File: config.mk
export PLATFORM = sky130hd
export DESIGN_NAME = slot_pool_free_list_allocator
export DESIGN_NICKNAME = d
export VERILOG_FILES = /design/src/rtl/core/spfl_pkg.sv /design/src/rtl/core/spfl_dpath.sv /design/src/rtl/core/spfl_ctrl.sv /design/src/rtl/core/slot_pool_free_list_allocator.sv
export VERILOG_INCLUDE_DIRS = /design/src /design/src/rtl/core
export SDC_FILE = /design/constraint.sdc
export NUM_CORES = 1
export LEC_CHECK = 0
export ABC_AREA = 1
export BUFFER_PORTS_ARGS = -buffer_cell sky130_fd_sc_hd__clkbuf_2
export CORE_UTILIZATION = 67
export DETAILED_ROUTE_END_ITERATION = 6
export GPL_TIMING_DRIVEN = 0
export PLACE_DENSITY = 0.88
export SYNTH_ARGS = -nofsm -noshare
export SYNTH_HDL_FRONTEND = slang
export SYNTH_SLANG_ARGS = --single-unit
File: constraint.sdc
create_clock -name aclk -period 7.5 [get_ports aclk]
set_input_delay 1.5 -clock aclk [delete_from_list [all_inputs] [get_ports aclk]]
set_output_delay 1.5 -clock aclk [all_outputs]
set_load 0.02 [all_outputs]
File: src/rtl/core/slot_pool_free_list_allocator_macros.svh
// ----------------------------------------------------------------------------
// Slot pool allocator assertion macros
// Shared concurrent assertion forms, clocked on aclk and held off in reset.
// ----------------------------------------------------------------------------
`ifndef SLOT_POOL_FREE_LIST_ALLOCATOR_MACROS_SVH
`define SLOT_POOL_FREE_LIST_ALLOCATOR_MACROS_SVH

// Check cons in the same cycle as ant.
`define SPFL_ASSERT_SAME(label, ant, cons, msg) \
    label: assert property (@(posedge aclk) disable iff (!aresetn) (ant) |-> (cons)) \
        else $error(msg);

// Check cons in the cycle after ant.
`define SPFL_ASSERT_NEXT(label, ant, cons, msg) \
    label: assert property (@(posedge aclk) disable iff (!aresetn) (ant) |=> (cons)) \
        else $error(msg);

`endif

File: src/rtl/core/spfl_pkg.sv
// ----------------------------------------------------------------------------
// Slot pool allocator package
// Sizes, action and status codes, datapath select codes and the command and
// status bundles that join controller and datapath.
// ----------------------------------------------------------------------------
package spfl_pkg;

    localparam int POOL_SLOTS = 32;
    localparam int LAST_SLOT  = POOL_SLOTS - 1;
    localparam int ADDR_W     = $clog2(POOL_SLOTS);
    localparam int CNT_W      = $clog2(POOL_SLOTS + 1);
    localparam int ACT_W      = 2;
    localparam int SLOT_W     = 5;
    localparam int LINK_W     = 6;
    localparam int STAT_W     = 2;

    localparam logic [LINK_W-1:0] NONE_SLOT = LINK_W'(POOL_SLOTS);

    localparam logic [ACT_W-1:0] ACT_ALLOC = 2'd0;
    localparam logic [ACT_W-1:0] ACT_FREE  = 2'd1;
    localparam logic [ACT_W-1:0] ACT_READ  = 2'd2;

    localparam logic [STAT_W-1:0] ST_OK       = 2'd0;
    localparam logic [STAT_W-1:0] ST_EMPTY    = 2'd1;
    localparam logic [STAT_W-1:0] ST_NOT_USED = 2'd2;

    // read address select
    localparam logic [2:0] RD_FREE = 3'd0;
    localparam logic [2:0] RD_USED = 3'd1;
    localparam logic [2:0] RD_CUR  = 3'd2;
    localparam logic [2:0] RD_LINK = 3'd3;
    localparam logic [2:0] RD_SLOT = 3'd4;

    // free head load select
    localparam logic FH_LINK = 1'b0;
    localparam logic FH_CUR  = 1'b1;

    // in-use head load select
    localparam logic UH_GOT  = 1'b0;
    localparam logic UH_LINK = 1'b1;

    // walk pointer select
    localparam logic [1:0] CUR_HOLD = 2'd0;
    localparam logic [1:0] CUR_USED = 2'd1;
    localparam logic [1:0] CUR_LINK = 2'd2;

    // predecessor select
    localparam logic [1:0] PREV_HOLD = 2'd0;
    localparam logic [1:0] PREV_NONE = 2'd1;
    localparam logic [1:0] PREV_CUR  = 2'd2;

    // write address select
    localparam logic [1:0] WA_CUR  = 2'd0;
    localparam logic [1:0] WA_GOT  = 2'd1;
    localparam logic [1:0] WA_PREV = 2'd2;

    // write data select
    localparam logic [1:0] WD_GOT  = 2'd0;
    localparam logic [1:0] WD_NONE = 2'd1;
    localparam logic [1:0] WD_LINK = 2'd2;
    localparam logic [1:0] WD_FREE = 2'd3;

    // result slot select
    localparam logic [1:0] RS_NONE = 2'd0;
    localparam logic [1:0] RS_GOT  = 2'd1;
    localparam logic [1:0] RS_CUR  = 2'd2;
    localparam logic [1:0] RS_LINK = 2'd3;

    typedef struct packed {
        logic              load_in;
        logic              rd_en;
        logic [2:0]        rd_sel;
        logic              got_ld;
        logic              free_ld;
        logic              free_sel;
        logic              used_ld;
        logic              used_sel;
        logic [1:0]        cur_sel;
        logic [1:0]        prev_sel;
        logic              cnt_clr;
        logic              cnt_inc;
        logic              wr_en;
        logic [1:0]        wa_sel;
        logic [1:0]        wd_sel;
        logic              res_ld;
        logic [1:0]        res_sel;
        logic [STAT_W-1:0] res_status;
        logic              out_ld;
    } spfl_cmd_t;

    typedef struct packed {
        logic [ACT_W-1:0] act;
        logic             fh_is_slot;
        logic             uh_is_slot;
        logic             link_is_slot;
        logic             cur_is_slot;
        logic             cur_eq_slot;
        logic             prev_is_slot;
        logic             slot_is_slot;
        logic             cnt_lt_n;
    } spfl_stat_t;

endpackage

File: src/rtl/core/spfl_dpath.sv
// ----------------------------------------------------------------------------
// Slot pool allocator datapath
// Link table memory, list heads, walk pointers, walk counter and the result
// and output registers, all steered by controller commands.
// ----------------------------------------------------------------------------
module spfl_dpath (
    input  logic                          aclk,
    input  logic                          aresetn,
    input  spfl_pkg::spfl_cmd_t           cmd,
    output spfl_pkg::spfl_stat_t          stat,
    input  logic [spfl_pkg::ACT_W-1:0]    s_action,
    input  logic [spfl_pkg::SLOT_W-1:0]   s_slot,
    output logic [spfl_pkg::LINK_W-1:0]   m_slot_out,
    output logic [spfl_pkg::STAT_W-1:0]   m_status,
    output logic [spfl_pkg::LINK_W-1:0]   m_used_head
);

    logic [spfl_pkg::LINK_W-1:0] link_mem [spfl_pkg::POOL_SLOTS];
    logic [spfl_pkg::POOL_SLOTS-1:0] vld_reg;

    logic [spfl_pkg::ACT_W-1:0]  act_reg;
    logic [spfl_pkg::SLOT_W-1:0] slot_reg;
    logic [spfl_pkg::LINK_W-1:0] got_reg;
    logic [spfl_pkg::LINK_W-1:0] free_head_reg;
    logic [spfl_pkg::LINK_W-1:0] used_head_reg;
    logic [spfl_pkg::LINK_W-1:0] cur_reg;
    logic [spfl_pkg::LINK_W-1:0] cur_next;
    logic [spfl_pkg::LINK_W-1:0] prev_reg;
    logic [spfl_pkg::CNT_W-1:0]  cnt_reg;
    logic [spfl_pkg::LINK_W-1:0] res_reg;
    logic [spfl_pkg::LINK_W-1:0] res_next;
    logic [spfl_pkg::STAT_W-1:0] res_status_reg;
    logic [spfl_pkg::LINK_W-1:0] m_slot_out_reg;
    logic [spfl_pkg::STAT_W-1:0] m_status_reg;
    logic [spfl_pkg::LINK_W-1:0] m_used_head_reg;

    logic [spfl_pkg::LINK_W-1:0] rd_data_reg;
    logic                        rd_vld_reg;
    logic [spfl_pkg::LINK_W-1:0] rd_dflt_reg;
    logic [spfl_pkg::LINK_W-1:0] rdata;

    logic [spfl_pkg::ADDR_W-1:0] rd_addr;
    logic [spfl_pkg::ADDR_W-1:0] wr_addr;
    logic [spfl_pkg::LINK_W-1:0] wr_data;
    logic [spfl_pkg::LINK_W-1:0] rd_dflt;

    // unwritten entries read as their reset link
    assign rdata = rd_vld_reg ? rd_data_reg : rd_dflt_reg;

    always_comb begin
        case (cmd.rd_sel)
            spfl_pkg::RD_FREE: rd_addr = free_head_reg[spfl_pkg::ADDR_W-1:0];
            spfl_pkg::RD_USED: rd_addr = used_head_reg[spfl_pkg::ADDR_W-1:0];
            spfl_pkg::RD_CUR:  rd_addr = cur_reg[spfl_pkg::ADDR_W-1:0];
            spfl_pkg::RD_LINK: rd_addr = rdata[spfl_pkg::ADDR_W-1:0];
            spfl_pkg::RD_SLOT: rd_addr = spfl_pkg::ADDR_W'(slot_reg);
            default:           rd_addr = cur_reg[spfl_pkg::ADDR_W-1:0];
        endcase
    end

    always_comb begin
        if (rd_addr == spfl_pkg::ADDR_W'(spfl_pkg::LAST_SLOT)) begin
            rd_dflt = spfl_pkg::NONE_SLOT;
        end else begin
            rd_dflt = spfl_pkg::LINK_W'(rd_addr) + spfl_pkg::LINK_W'(1);
        end
    end

    always_comb begin
        case (cmd.wa_sel)
            spfl_pkg::WA_CUR:  wr_addr = cur_reg[spfl_pkg::ADDR_W-1:0];
            spfl_pkg::WA_GOT:  wr_addr = got_reg[spfl_pkg::ADDR_W-1:0];
            spfl_pkg::WA_PREV: wr_addr = prev_reg[spfl_pkg::ADDR_W-1:0];
            default:           wr_addr = cur_reg[spfl_pkg::ADDR_W-1:0];
        endcase
        case (cmd.wd_sel)
            spfl_pkg::WD_GOT:  wr_data = got_reg;
            spfl_pkg::WD_NONE: wr_data = spfl_pkg::NONE_SLOT;
            spfl_pkg::WD_LINK: wr_data = rdata;
            spfl_pkg::WD_FREE: wr_data = free_head_reg;
            default:           wr_data = spfl_pkg::NONE_SLOT;
        endcase
    end

    always_ff @(posedge aclk) begin
        if (cmd.wr_en) begin
            link_mem[wr_addr] <= wr_data;
        end
        if (cmd.rd_en) begin
            rd_data_reg <= link_mem[rd_addr];
            rd_vld_reg  <= vld_reg[rd_addr];
            rd_dflt_reg <= rd_dflt;
        end
    end

    always_ff @(posedge aclk) begin
        if (!aresetn) begin
            vld_reg <= '0;
        end else if (cmd.wr_en) begin
            vld_reg[wr_addr] <= 1'b1;
        end
    end

    always_ff @(posedge aclk) begin
        if (!aresetn) begin
            free_head_reg <= '0;
            used_head_reg <= spfl_pkg::NONE_SLOT;
        end else begin
            if (cmd.free_ld) begin
                free_head_reg <= (cmd.free_sel == spfl_pkg::FH_CUR) ? cur_reg : rdata;
            end
            if (cmd.used_ld) begin
                used_head_reg <= (cmd.used_sel == spfl_pkg::UH_LINK) ? rdata : got_reg;
            end
        end
    end

    always_comb begin
        case (cmd.cur_sel)
            spfl_pkg::CUR_USED: cur_next = used_head_reg;
            spfl_pkg::CUR_LINK: cur_next = rdata;
            default:            cur_next = cur_reg;
        endcase
        case (cmd.res_sel)
            spfl_pkg::RS_GOT:  res_next = got_reg;
            spfl_pkg::RS_CUR:  res_next = cur_reg;
            spfl_pkg::RS_LINK: res_next = rdata;
            default:           res_next = spfl_pkg::NONE_SLOT;
        endcase
    end

    always_ff @(posedge aclk) begin
        if (cmd.load_in) begin
            act_reg  <= s_action;
            slot_reg <= s_slot;
        end
        if (cmd.got_ld) begin
            got_reg <= free_head_reg;
        end
        cur_reg <= cur_next;
        case (cmd.prev_sel)
            spfl_pkg::PREV_NONE: prev_reg <= spfl_pkg::NONE_SLOT;
            spfl_pkg::PREV_CUR:  prev_reg <= cur_reg;
            default:             prev_reg <= prev_reg;
        endcase
        if (cmd.cnt_clr) begin
            cnt_reg <= '0;
        end else if (cmd.cnt_inc) begin
            cnt_reg <= cnt_reg + spfl_pkg::CNT_W'(1);
        end
        if (cmd.res_ld) begin
            res_reg        <= res_next;
            res_status_reg <= cmd.res_status;
        end
        if (cmd.out_ld) begin
            m_slot_out_reg  <= res_reg;
            m_status_reg    <= res_status_reg;
            m_used_head_reg <= used_head_reg;
        end
    end

    assign m_slot_out  = m_slot_out_reg;
    assign m_status    = m_status_reg;
    assign m_used_head = m_used_head_reg;

    assign stat.act          = act_reg;
    assign stat.fh_is_slot   = free_head_reg < spfl_pkg::NONE_SLOT;
    assign stat.uh_is_slot   = used_head_reg < spfl_pkg::NONE_SLOT;
    assign stat.link_is_slot = rdata < spfl_pkg::NONE_SLOT;
    assign stat.cur_is_slot  = cur_reg < spfl_pkg::NONE_SLOT;
    assign stat.cur_eq_slot  = cur_reg == spfl_pkg::LINK_W'(slot_reg);
    assign stat.prev_is_slot = prev_reg < spfl_pkg::NONE_SLOT;
    assign stat.slot_is_slot = spfl_pkg::LINK_W'(slot_reg) < spfl_pkg::NONE_SLOT;
    assign stat.cnt_lt_n     = cnt_reg < spfl_pkg::CNT_W'(spfl_pkg::POOL_SLOTS);

endmodule

File: src/rtl/core/spfl_ctrl.sv
// ----------------------------------------------------------------------------
// Slot pool allocator controller
// Sequences allocate, free and read over the link table one memory access a
// cycle and owns both handshakes.
// ----------------------------------------------------------------------------
module spfl_ctrl (
    input  logic                 aclk,
    input  logic                 aresetn,
    input  logic                 s_valid,
    output logic                 s_ready,
    output logic                 m_valid,
    input  logic                 m_ready,
    input  spfl_pkg::spfl_stat_t stat,
    output spfl_pkg::spfl_cmd_t  cmd
);

`include "slot_pool_free_list_allocator_macros.svh"

    localparam logic [3:0] S_IDLE     = 4'd0;
    localparam logic [3:0] S_DECODE   = 4'd1;
    localparam logic [3:0] S_A_POP    = 4'd2;
    localparam logic [3:0] S_A_WALK   = 4'd3;
    localparam logic [3:0] S_A_TERM   = 4'd4;
    localparam logic [3:0] S_F_CHK    = 4'd5;
    localparam logic [3:0] S_F_STEP   = 4'd6;
    localparam logic [3:0] S_F_UNLINK = 4'd7;
    localparam logic [3:0] S_F_PUSH   = 4'd8;
    localparam logic [3:0] S_R_WAIT   = 4'd9;
    localparam logic [3:0] S_DONE     = 4'd10;

    logic [3:0] state_reg;
    logic [3:0] state_next;
    logic       m_valid_reg;
    logic       m_valid_next;

    always_comb begin
        cmd        = '0;
        s_ready    = 1'b0;
        state_next = state_reg;
        case (state_reg)
            S_IDLE: begin
                s_ready = 1'b1;
                if (s_valid) begin
                    cmd.load_in = 1'b1;
                    state_next  = S_DECODE;
                end
            end
            S_DECODE: begin
                case (stat.act)
                    spfl_pkg::ACT_ALLOC: begin
                        if (!stat.fh_is_slot) begin
                            cmd.res_ld     = 1'b1;
                            cmd.res_sel    = spfl_pkg::RS_NONE;
                            cmd.res_status = spfl_pkg::ST_EMPTY;
                            state_next     = S_DONE;
                        end else begin
                            cmd.rd_en  = 1'b1;
                            cmd.rd_sel = spfl_pkg::RD_FREE;
                            cmd.got_ld = 1'b1;
                            state_next = S_A_POP;
                        end
                    end
                    spfl_pkg::ACT_FREE: begin
                        cmd.cur_sel  = spfl_pkg::CUR_USED;
                        cmd.prev_sel = spfl_pkg::PREV_NONE;
                        cmd.cnt_clr  = 1'b1;
                        state_next   = S_F_CHK;
                    end
                    spfl_pkg::ACT_READ: begin
                        if (stat.slot_is_slot) begin
                            cmd.rd_en  = 1'b1;
                            cmd.rd_sel = spfl_pkg::RD_SLOT;
                            state_next = S_R_WAIT;
                        end else begin
                            cmd.res_ld     = 1'b1;
                            cmd.res_sel    = spfl_pkg::RS_NONE;
                            cmd.res_status = spfl_pkg::ST_OK;
                            state_next     = S_DONE;
                        end
                    end
                    default: begin
                        cmd.res_ld     = 1'b1;
                        cmd.res_sel    = spfl_pkg::RS_NONE;
                        cmd.res_status = spfl_pkg::ST_OK;
                        state_next     = S_DONE;
                    end
                endcase
            end
            S_A_POP: begin
                cmd.free_ld  = 1'b1;
                cmd.free_sel = spfl_pkg::FH_LINK;
                if (!stat.uh_is_slot) begin
                    cmd.used_ld  = 1'b1;
                    cmd.used_sel = spfl_pkg::UH_GOT;
                    state_next   = S_A_TERM;
                end else begin
                    cmd.cur_sel = spfl_pkg::CUR_USED;
                    cmd.cnt_clr = 1'b1;
                    cmd.rd_en   = 1'b1;
                    cmd.rd_sel  = spfl_pkg::RD_USED;
                    state_next  = S_A_WALK;
                end
            end
            S_A_WALK: begin
                if (stat.cnt_lt_n && stat.link_is_slot) begin
                    cmd.cur_sel = spfl_pkg::CUR_LINK;
                    cmd.cnt_inc = 1'b1;
                    cmd.rd_en   = 1'b1;
                    cmd.rd_sel  = spfl_pkg::RD_LINK;
                end else begin
                    cmd.wr_en  = 1'b1;
                    cmd.wa_sel = spfl_pkg::WA_CUR;
                    cmd.wd_sel = spfl_pkg::WD_GOT;
                    state_next = S_A_TERM;
                end
            end
            S_A_TERM: begin
                cmd.wr_en      = 1'b1;
                cmd.wa_sel     = spfl_pkg::WA_GOT;
                cmd.wd_sel     = spfl_pkg::WD_NONE;
                cmd.res_ld     = 1'b1;
                cmd.res_sel    = spfl_pkg::RS_GOT;
                cmd.res_status = spfl_pkg::ST_OK;
                state_next     = S_DONE;
            end
            S_F_CHK: begin
                if (stat.cnt_lt_n && stat.cur_is_slot && !stat.cur_eq_slot) begin
                    cmd.rd_en    = 1'b1;
                    cmd.rd_sel   = spfl_pkg::RD_CUR;
                    cmd.prev_sel = spfl_pkg::PREV_CUR;
                    state_next   = S_F_STEP;
                end else if (stat.cur_is_slot && stat.cur_eq_slot) begin
                    cmd.rd_en  = 1'b1;
                    cmd.rd_sel = spfl_pkg::RD_CUR;
                    state_next = S_F_UNLINK;
                end else begin
                    cmd.res_ld     = 1'b1;
                    cmd.res_sel    = spfl_pkg::RS_NONE;
                    cmd.res_status = spfl_pkg::ST_NOT_USED;
                    state_next     = S_DONE;
                end
            end
            S_F_STEP: begin
                cmd.cur_sel = spfl_pkg::CUR_LINK;
                cmd.cnt_inc = 1'b1;
                state_next  = S_F_CHK;
            end
            S_F_UNLINK: begin
                if (!stat.prev_is_slot) begin
                    cmd.used_ld  = 1'b1;
                    cmd.used_sel = spfl_pkg::UH_LINK;
                end else begin
                    cmd.wr_en  = 1'b1;
                    cmd.wa_sel = spfl_pkg::WA_PREV;
                    cmd.wd_sel = spfl_pkg::WD_LINK;
                end
                state_next = S_F_PUSH;
            end
            S_F_PUSH: begin
                cmd.wr_en      = 1'b1;
                cmd.wa_sel     = spfl_pkg::WA_CUR;
                cmd.wd_sel     = spfl_pkg::WD_FREE;
                cmd.free_ld    = 1'b1;
                cmd.free_sel   = spfl_pkg::FH_CUR;
                cmd.res_ld     = 1'b1;
                cmd.res_sel    = spfl_pkg::RS_CUR;
                cmd.res_status = spfl_pkg::ST_OK;
                state_next     = S_DONE;
            end
            S_R_WAIT: begin
                cmd.res_ld     = 1'b1;
                cmd.res_sel    = spfl_pkg::RS_LINK;
                cmd.res_status = spfl_pkg::ST_OK;
                state_next     = S_DONE;
            end
            S_DONE: begin
                if (!m_valid_reg || m_ready) begin
                    cmd.out_ld = 1'b1;
                    state_next = S_IDLE;
                end
            end
            default: begin
                state_next = S_IDLE;
            end
        endcase
    end

    always_comb begin
        m_valid_next = m_valid_reg;
        if (cmd.out_ld) begin
            m_valid_next = 1'b1;
        end else if (m_ready) begin
            m_valid_next = 1'b0;
        end
    end

    always_ff @(posedge aclk) begin
        if (!aresetn) begin
            state_reg   <= S_IDLE;
            m_valid_reg <= 1'b0;
        end else begin
            state_reg   <= state_next;
            m_valid_reg <= m_valid_next;
        end
    end

    assign m_valid = m_valid_reg;

    `SPFL_ASSERT_SAME(a_out_ld_free, cmd.out_ld, !m_valid_reg || m_ready,
        "output register overwritten while a beat waits")
    `SPFL_ASSERT_NEXT(a_accept_decode, s_valid && s_ready, state_reg == S_DECODE,
        "accepted beat not decoded next cycle")
    `SPFL_ASSERT_SAME(a_one_access, cmd.wr_en, !cmd.rd_en,
        "link table read and written in one cycle")

endmodule

File: src/rtl/core/slot_pool_free_list_allocator.sv
// ----------------------------------------------------------------------------
// Slot pool free-list allocator
// Allocates and frees slots of a fixed pool over one shared link table and
// keeps the in-use slots in allocation order.
// ----------------------------------------------------------------------------
// One item is worked at a time; each takes one result beat. Allocate
// walks the in-use list to its tail one link read a cycle when that list
// is not empty, and free pays a link read and a compare step for every slot
// ahead of the freed one in its predecessor search on the link table. A
// failed allocate or free also reports through the result beat. After the
// result is loaded the block is ready again in the next cycle, and a
// finished result may wait in the output register while the next item is
// accepted and worked.
// ----------------------------------------------------------------------------
module slot_pool_free_list_allocator (
    input  logic                        aclk,
    input  logic                        aresetn,
    input  logic                        s_valid,
    output logic                        s_ready,
    input  logic [spfl_pkg::ACT_W-1:0]  s_action,
    input  logic [spfl_pkg::SLOT_W-1:0] s_slot,
    output logic                        m_valid,
    input  logic                        m_ready,
    output logic [spfl_pkg::LINK_W-1:0] m_slot_out,
    output logic [spfl_pkg::STAT_W-1:0] m_status,
    output logic [spfl_pkg::LINK_W-1:0] m_used_head
);

    // controller to datapath commands, datapath to controller flags
    spfl_pkg::spfl_cmd_t  cmd;
    spfl_pkg::spfl_stat_t stat;

    // sequence each action and own the two handshakes
    spfl_ctrl u_ctrl (
        .aclk    (aclk),
        .aresetn (aresetn),
        .s_valid (s_valid),
        .s_ready (s_ready),
        .m_valid (m_valid),
        .m_ready (m_ready),
        .stat    (stat),
        .cmd     (cmd)
    );

    // hold the link table, both list heads, walk pointers and result beat
    spfl_dpath u_dpath (
        .aclk        (aclk),
        .aresetn     (aresetn),
        .cmd         (cmd),
        .stat        (stat),
        .s_action    (s_action),
        .s_slot      (s_slot),
        .m_slot_out  (m_slot_out),
        .m_status    (m_status),
        .m_used_head (m_used_head)
    );

endmodule
==> impl_results.md <==
* FP Rows at 51
* Slowest stage delay, CP at 0.71 ns
* Post-Syn Area at 0.01357 mm^2
* Layout area overhead at 12.45%
* Wirelength per Cell at 20.11 um
* CTS resizes at 0
* Mapped Cells at 1387
* Global placer's final weighted congestion at 0.9700
* Outcome: finished, violations left
* Period minus WS final at 3.898 ns
* Cell area after layout at 0.01526 mm^2
* CTS max path bufs at 3
* Worst hold path type: flip-flop to flip-flop
* RSZ-0062 raised after global routing: false
* Initial core utilization at 69.03%
* First-pass GRT wire length at 53790 um
* Final ANT Viol Nets at 0
* Syn_nets at 1409
* Crit path required time at 7.69 ns
* Via count at 10650
* Hold path depth at 0
* Average size of a mapped cell at 9.782 um^2
* Filler instances at 1246
* Die H at 144.3 um
* Ys Warns at 0
* Synth Register Bits at 307
* Clock root buffer master: clkbuf_16
* Worst-Margin Slew at 1.140 ns
* Clock transition at path regs at 0.06 ns
* Post-cts hold buffer count at 0
* Crit. End Element: flip-flop
* Horiz. Die Dim at 144.3 um
* Cell Pwr Density at 391.9 mW/mm^2
* FF-to-FF path depth at 12
* Via density at 6.104
* Critical setup path kind: flip-flop to flip-flop
* VDD IR max at 0.2452 mV
* # nets final at 1477
* Crit path cell chain: inv_1 > nor2_1 > inv_2 > nor2_1 > inv_1 > nor2_2 > inv_2 > ha_1 > inv_1 > o21ai_0 > nand3_1 > nor2_1
* Vias in the first global route at 10250
* Cts bufs inserted at 30
* CTS tree: done
* Max reg flops at 192
* Drt pass-1 iters at 7
* DRT iter0 DRCs at 1385
* Fin. Hold Viols at 0
* Fmax at 256.6 MHz
* Layout cell share with drive strength beyond 1 at 11.49%
* Distinct cells, synth at 42
* CP max FO at 8
* ANT cells at 0
* Drt total wl at 35070 um
* Crit path DAT at 4.09 ns
* Setup Fix Bufs, Post-CTS at 0
* Max cap viols at 0
* Final setup TNS at 0 ns
* Largest net degree at the start of global routing at 32
* DRC Markers at 38
* Share of the yosys chip area belonging to registers at 63.89%
* Setup Skew at 0.01809 ns
* Antenna violations before repair at 0
* Number of port buffers at 26
* Final setup viols at 0
* Fin. max-slew vios at 0
* Startpoint Class: flip-flop
* Slew margin rel. at 23.19%
* Final period util at 51.97%
* # IOs at 27
* Violated checks: design-rule violations
* Area post-placement at 0.01426 mm^2
* Clk sinks at 307
* DP HPWL at 24440 um
* H-tree levels at 1
* Die area at 0.02082 mm^2
* Critical-path top delay cell: nor2_1
* Clock latency on the worst-skew pair at 0.56 ns
* Core area at 0.01965 mm^2
* LEAKAGE at 6.191 nW
* GRT overflow at 0
* Reg2reg setup slack at 3.60 ns
* Total track usage at 35.19%
-- power breakdown --
| group | internal, W | leakage, nW | total [W] | switching (W) |
|---|---|---|---|---|
| Clock | 0.000884 | 0.492 | 0.00152 | 0.000632 |
| Combinational | 0.000606 | 2.97 | 0.00217 | 0.00157 |
| Sequential | 0.00219 | 2.73 | 0.00229 | 0.0000941 |
-- worst paths after layout --
kind	from	to
worst max register to register	u_ctrl.state_reg[2]	u_dpath.link_mem[15][1]
worst max-delay path	u_ctrl.state_reg[2]	u_dpath.link_mem[15][1]
worst min-delay path	u_dpath.res_status_reg[1]	u_dpath.m_status[1]
worst min register to register	u_dpath.res_status_reg[1]	u_dpath.m_status[1]
-- logic make-up (layout without fill, tap and decap cells) --
| family | count (synthesis) | count (layout) | share of synthesized area (%) |
|---|---|---|---|
| DFF | 307 | 307 | 63.89 |
| and+or+nand+nor | 803 | 803 | 24.92 |
| AOI/OAI and AO/OA | 89 | 89 | 4.371 |
| muxes | 3 | 3 | 0.2305 |
| xor gates and xnor gates | 1 | 1 | 0.06456 |
| adders and majority gates | 11 | 11 | 1.014 |
| buffers and inverters | 173 | 265 | 5.515 |
-- routing by layer --
metal | track usage (%) | wire (um) | share of wire, % | vias to the layer above
li1 | - | - | - | 4793
met1 | 44.42 | 12550 | 36 | 4955
met2 | 57.09 | 16400 | 47 | 735
met3 | 7.351 | 4213 | 12 | 162
met4 | 19.34 | 1909 | 5.4 | 0
met5 | 0 | 0 | 0 | -
-- worst max-delay path: cells and delay by family (launching register included) --
family,cells,cell delay [ns]
compound gates,1,0.38
simple gates,5,1.87
buf+inv,5,0.56
flops,1,0.36
fa+ha+maj,1,0.35
-- layout make-up --
cell class	instances	area [um^2]	share of cell area, %
multi-input combinational	907	4222	27.67
sequential	307	8668	56.81
tap	265	331.6	2.173
buffer	56	309.0	2.026
clock inverter	11	110.1	0.7217
inverter	117	439.2	2.878
timing repair buffer	36	289.0	1.894
clock buffer	45	888.4	5.823
-- stage by stage --
stage	setup WS, ns	total power [W]	util, %	hold slack, ns	std cells
floorplan	4.761	0.003617	-	0.4003	1387
global placement	3.239	0.004231	71.38	0.4004	1678
detailed placement	3.878	0.004383	72.55	0.4054	1688
CTS	3.765	0.005888	77.63	0.4182	1744
global route	3.380	0.006191	77.63	0.4176	1744
finish	3.602	0.005979	77.63	0.4214	1744
-- cell usage after synthesis (all sizes together) --
library cell / count / area share [%]
clkinv: 5 / 0.14
ha: 11 / 1.0
nand4: 5 / 0.23
a221o: 1 / 0.074
or2: 2 / 0.092
edfxtp: 252 / 56
mux2: 1 / 0.083
a21oi: 24 / 1.1
o41ai: 1 / 0.065
o221ai: 9 / 0.58
dfxtp: 55 / 8.1
o21a: 4 / 0.22
nor2: 180 / 5.3
mux2i: 2 / 0.15
o2111ai: 3 / 0.19
o211a: 1 / 0.074
o21bai: 1 / 0.055
a41oi: 1 / 0.065
xor2: 1 / 0.065
nand2: 410 / 12
buf: 39 / 1.8
clkbuf: 17 / 0.47
o22ai: 1 / 0.046
o211ai: 7 / 0.39
inv: 112 / 3.1
a31oi: 3 / 0.14
a22oi: 1 / 0.16
nor3: 8 / 0.38
o21ai: 32 / 1.3
nand3: 198 / 7.3
-- cell usage in the layout (no fill, tap or decap), types with 3 or more instances in the layout --
master     instances
clkbuf_1          25
a21oi_1           22
o221ai_4           3
dfxtp_1           55
buf_16             3
o21ai_2            3
o211ai_1           7
nand4_1            5
inv_2             13
nor3_1             7
nor2_4             4
buf_2             28
clkbuf_2          26
nor2_1           168
o21a_1             4
a31oi_1            3
o21ai_1            4
clkinv_1           6
o21ai_0           25
inv_1             99
nand2_1          402
clkbuf_16         31
clkbuf_8           6
ha_1              11
buf_4              8
o221ai_1           6
nor2_2             8
buf_6              9
nand2_2            7
nand3_1          197
clkinv_2           6
edfxtp_1         252
Note: power is estimated with default switching activity, not from simulation.
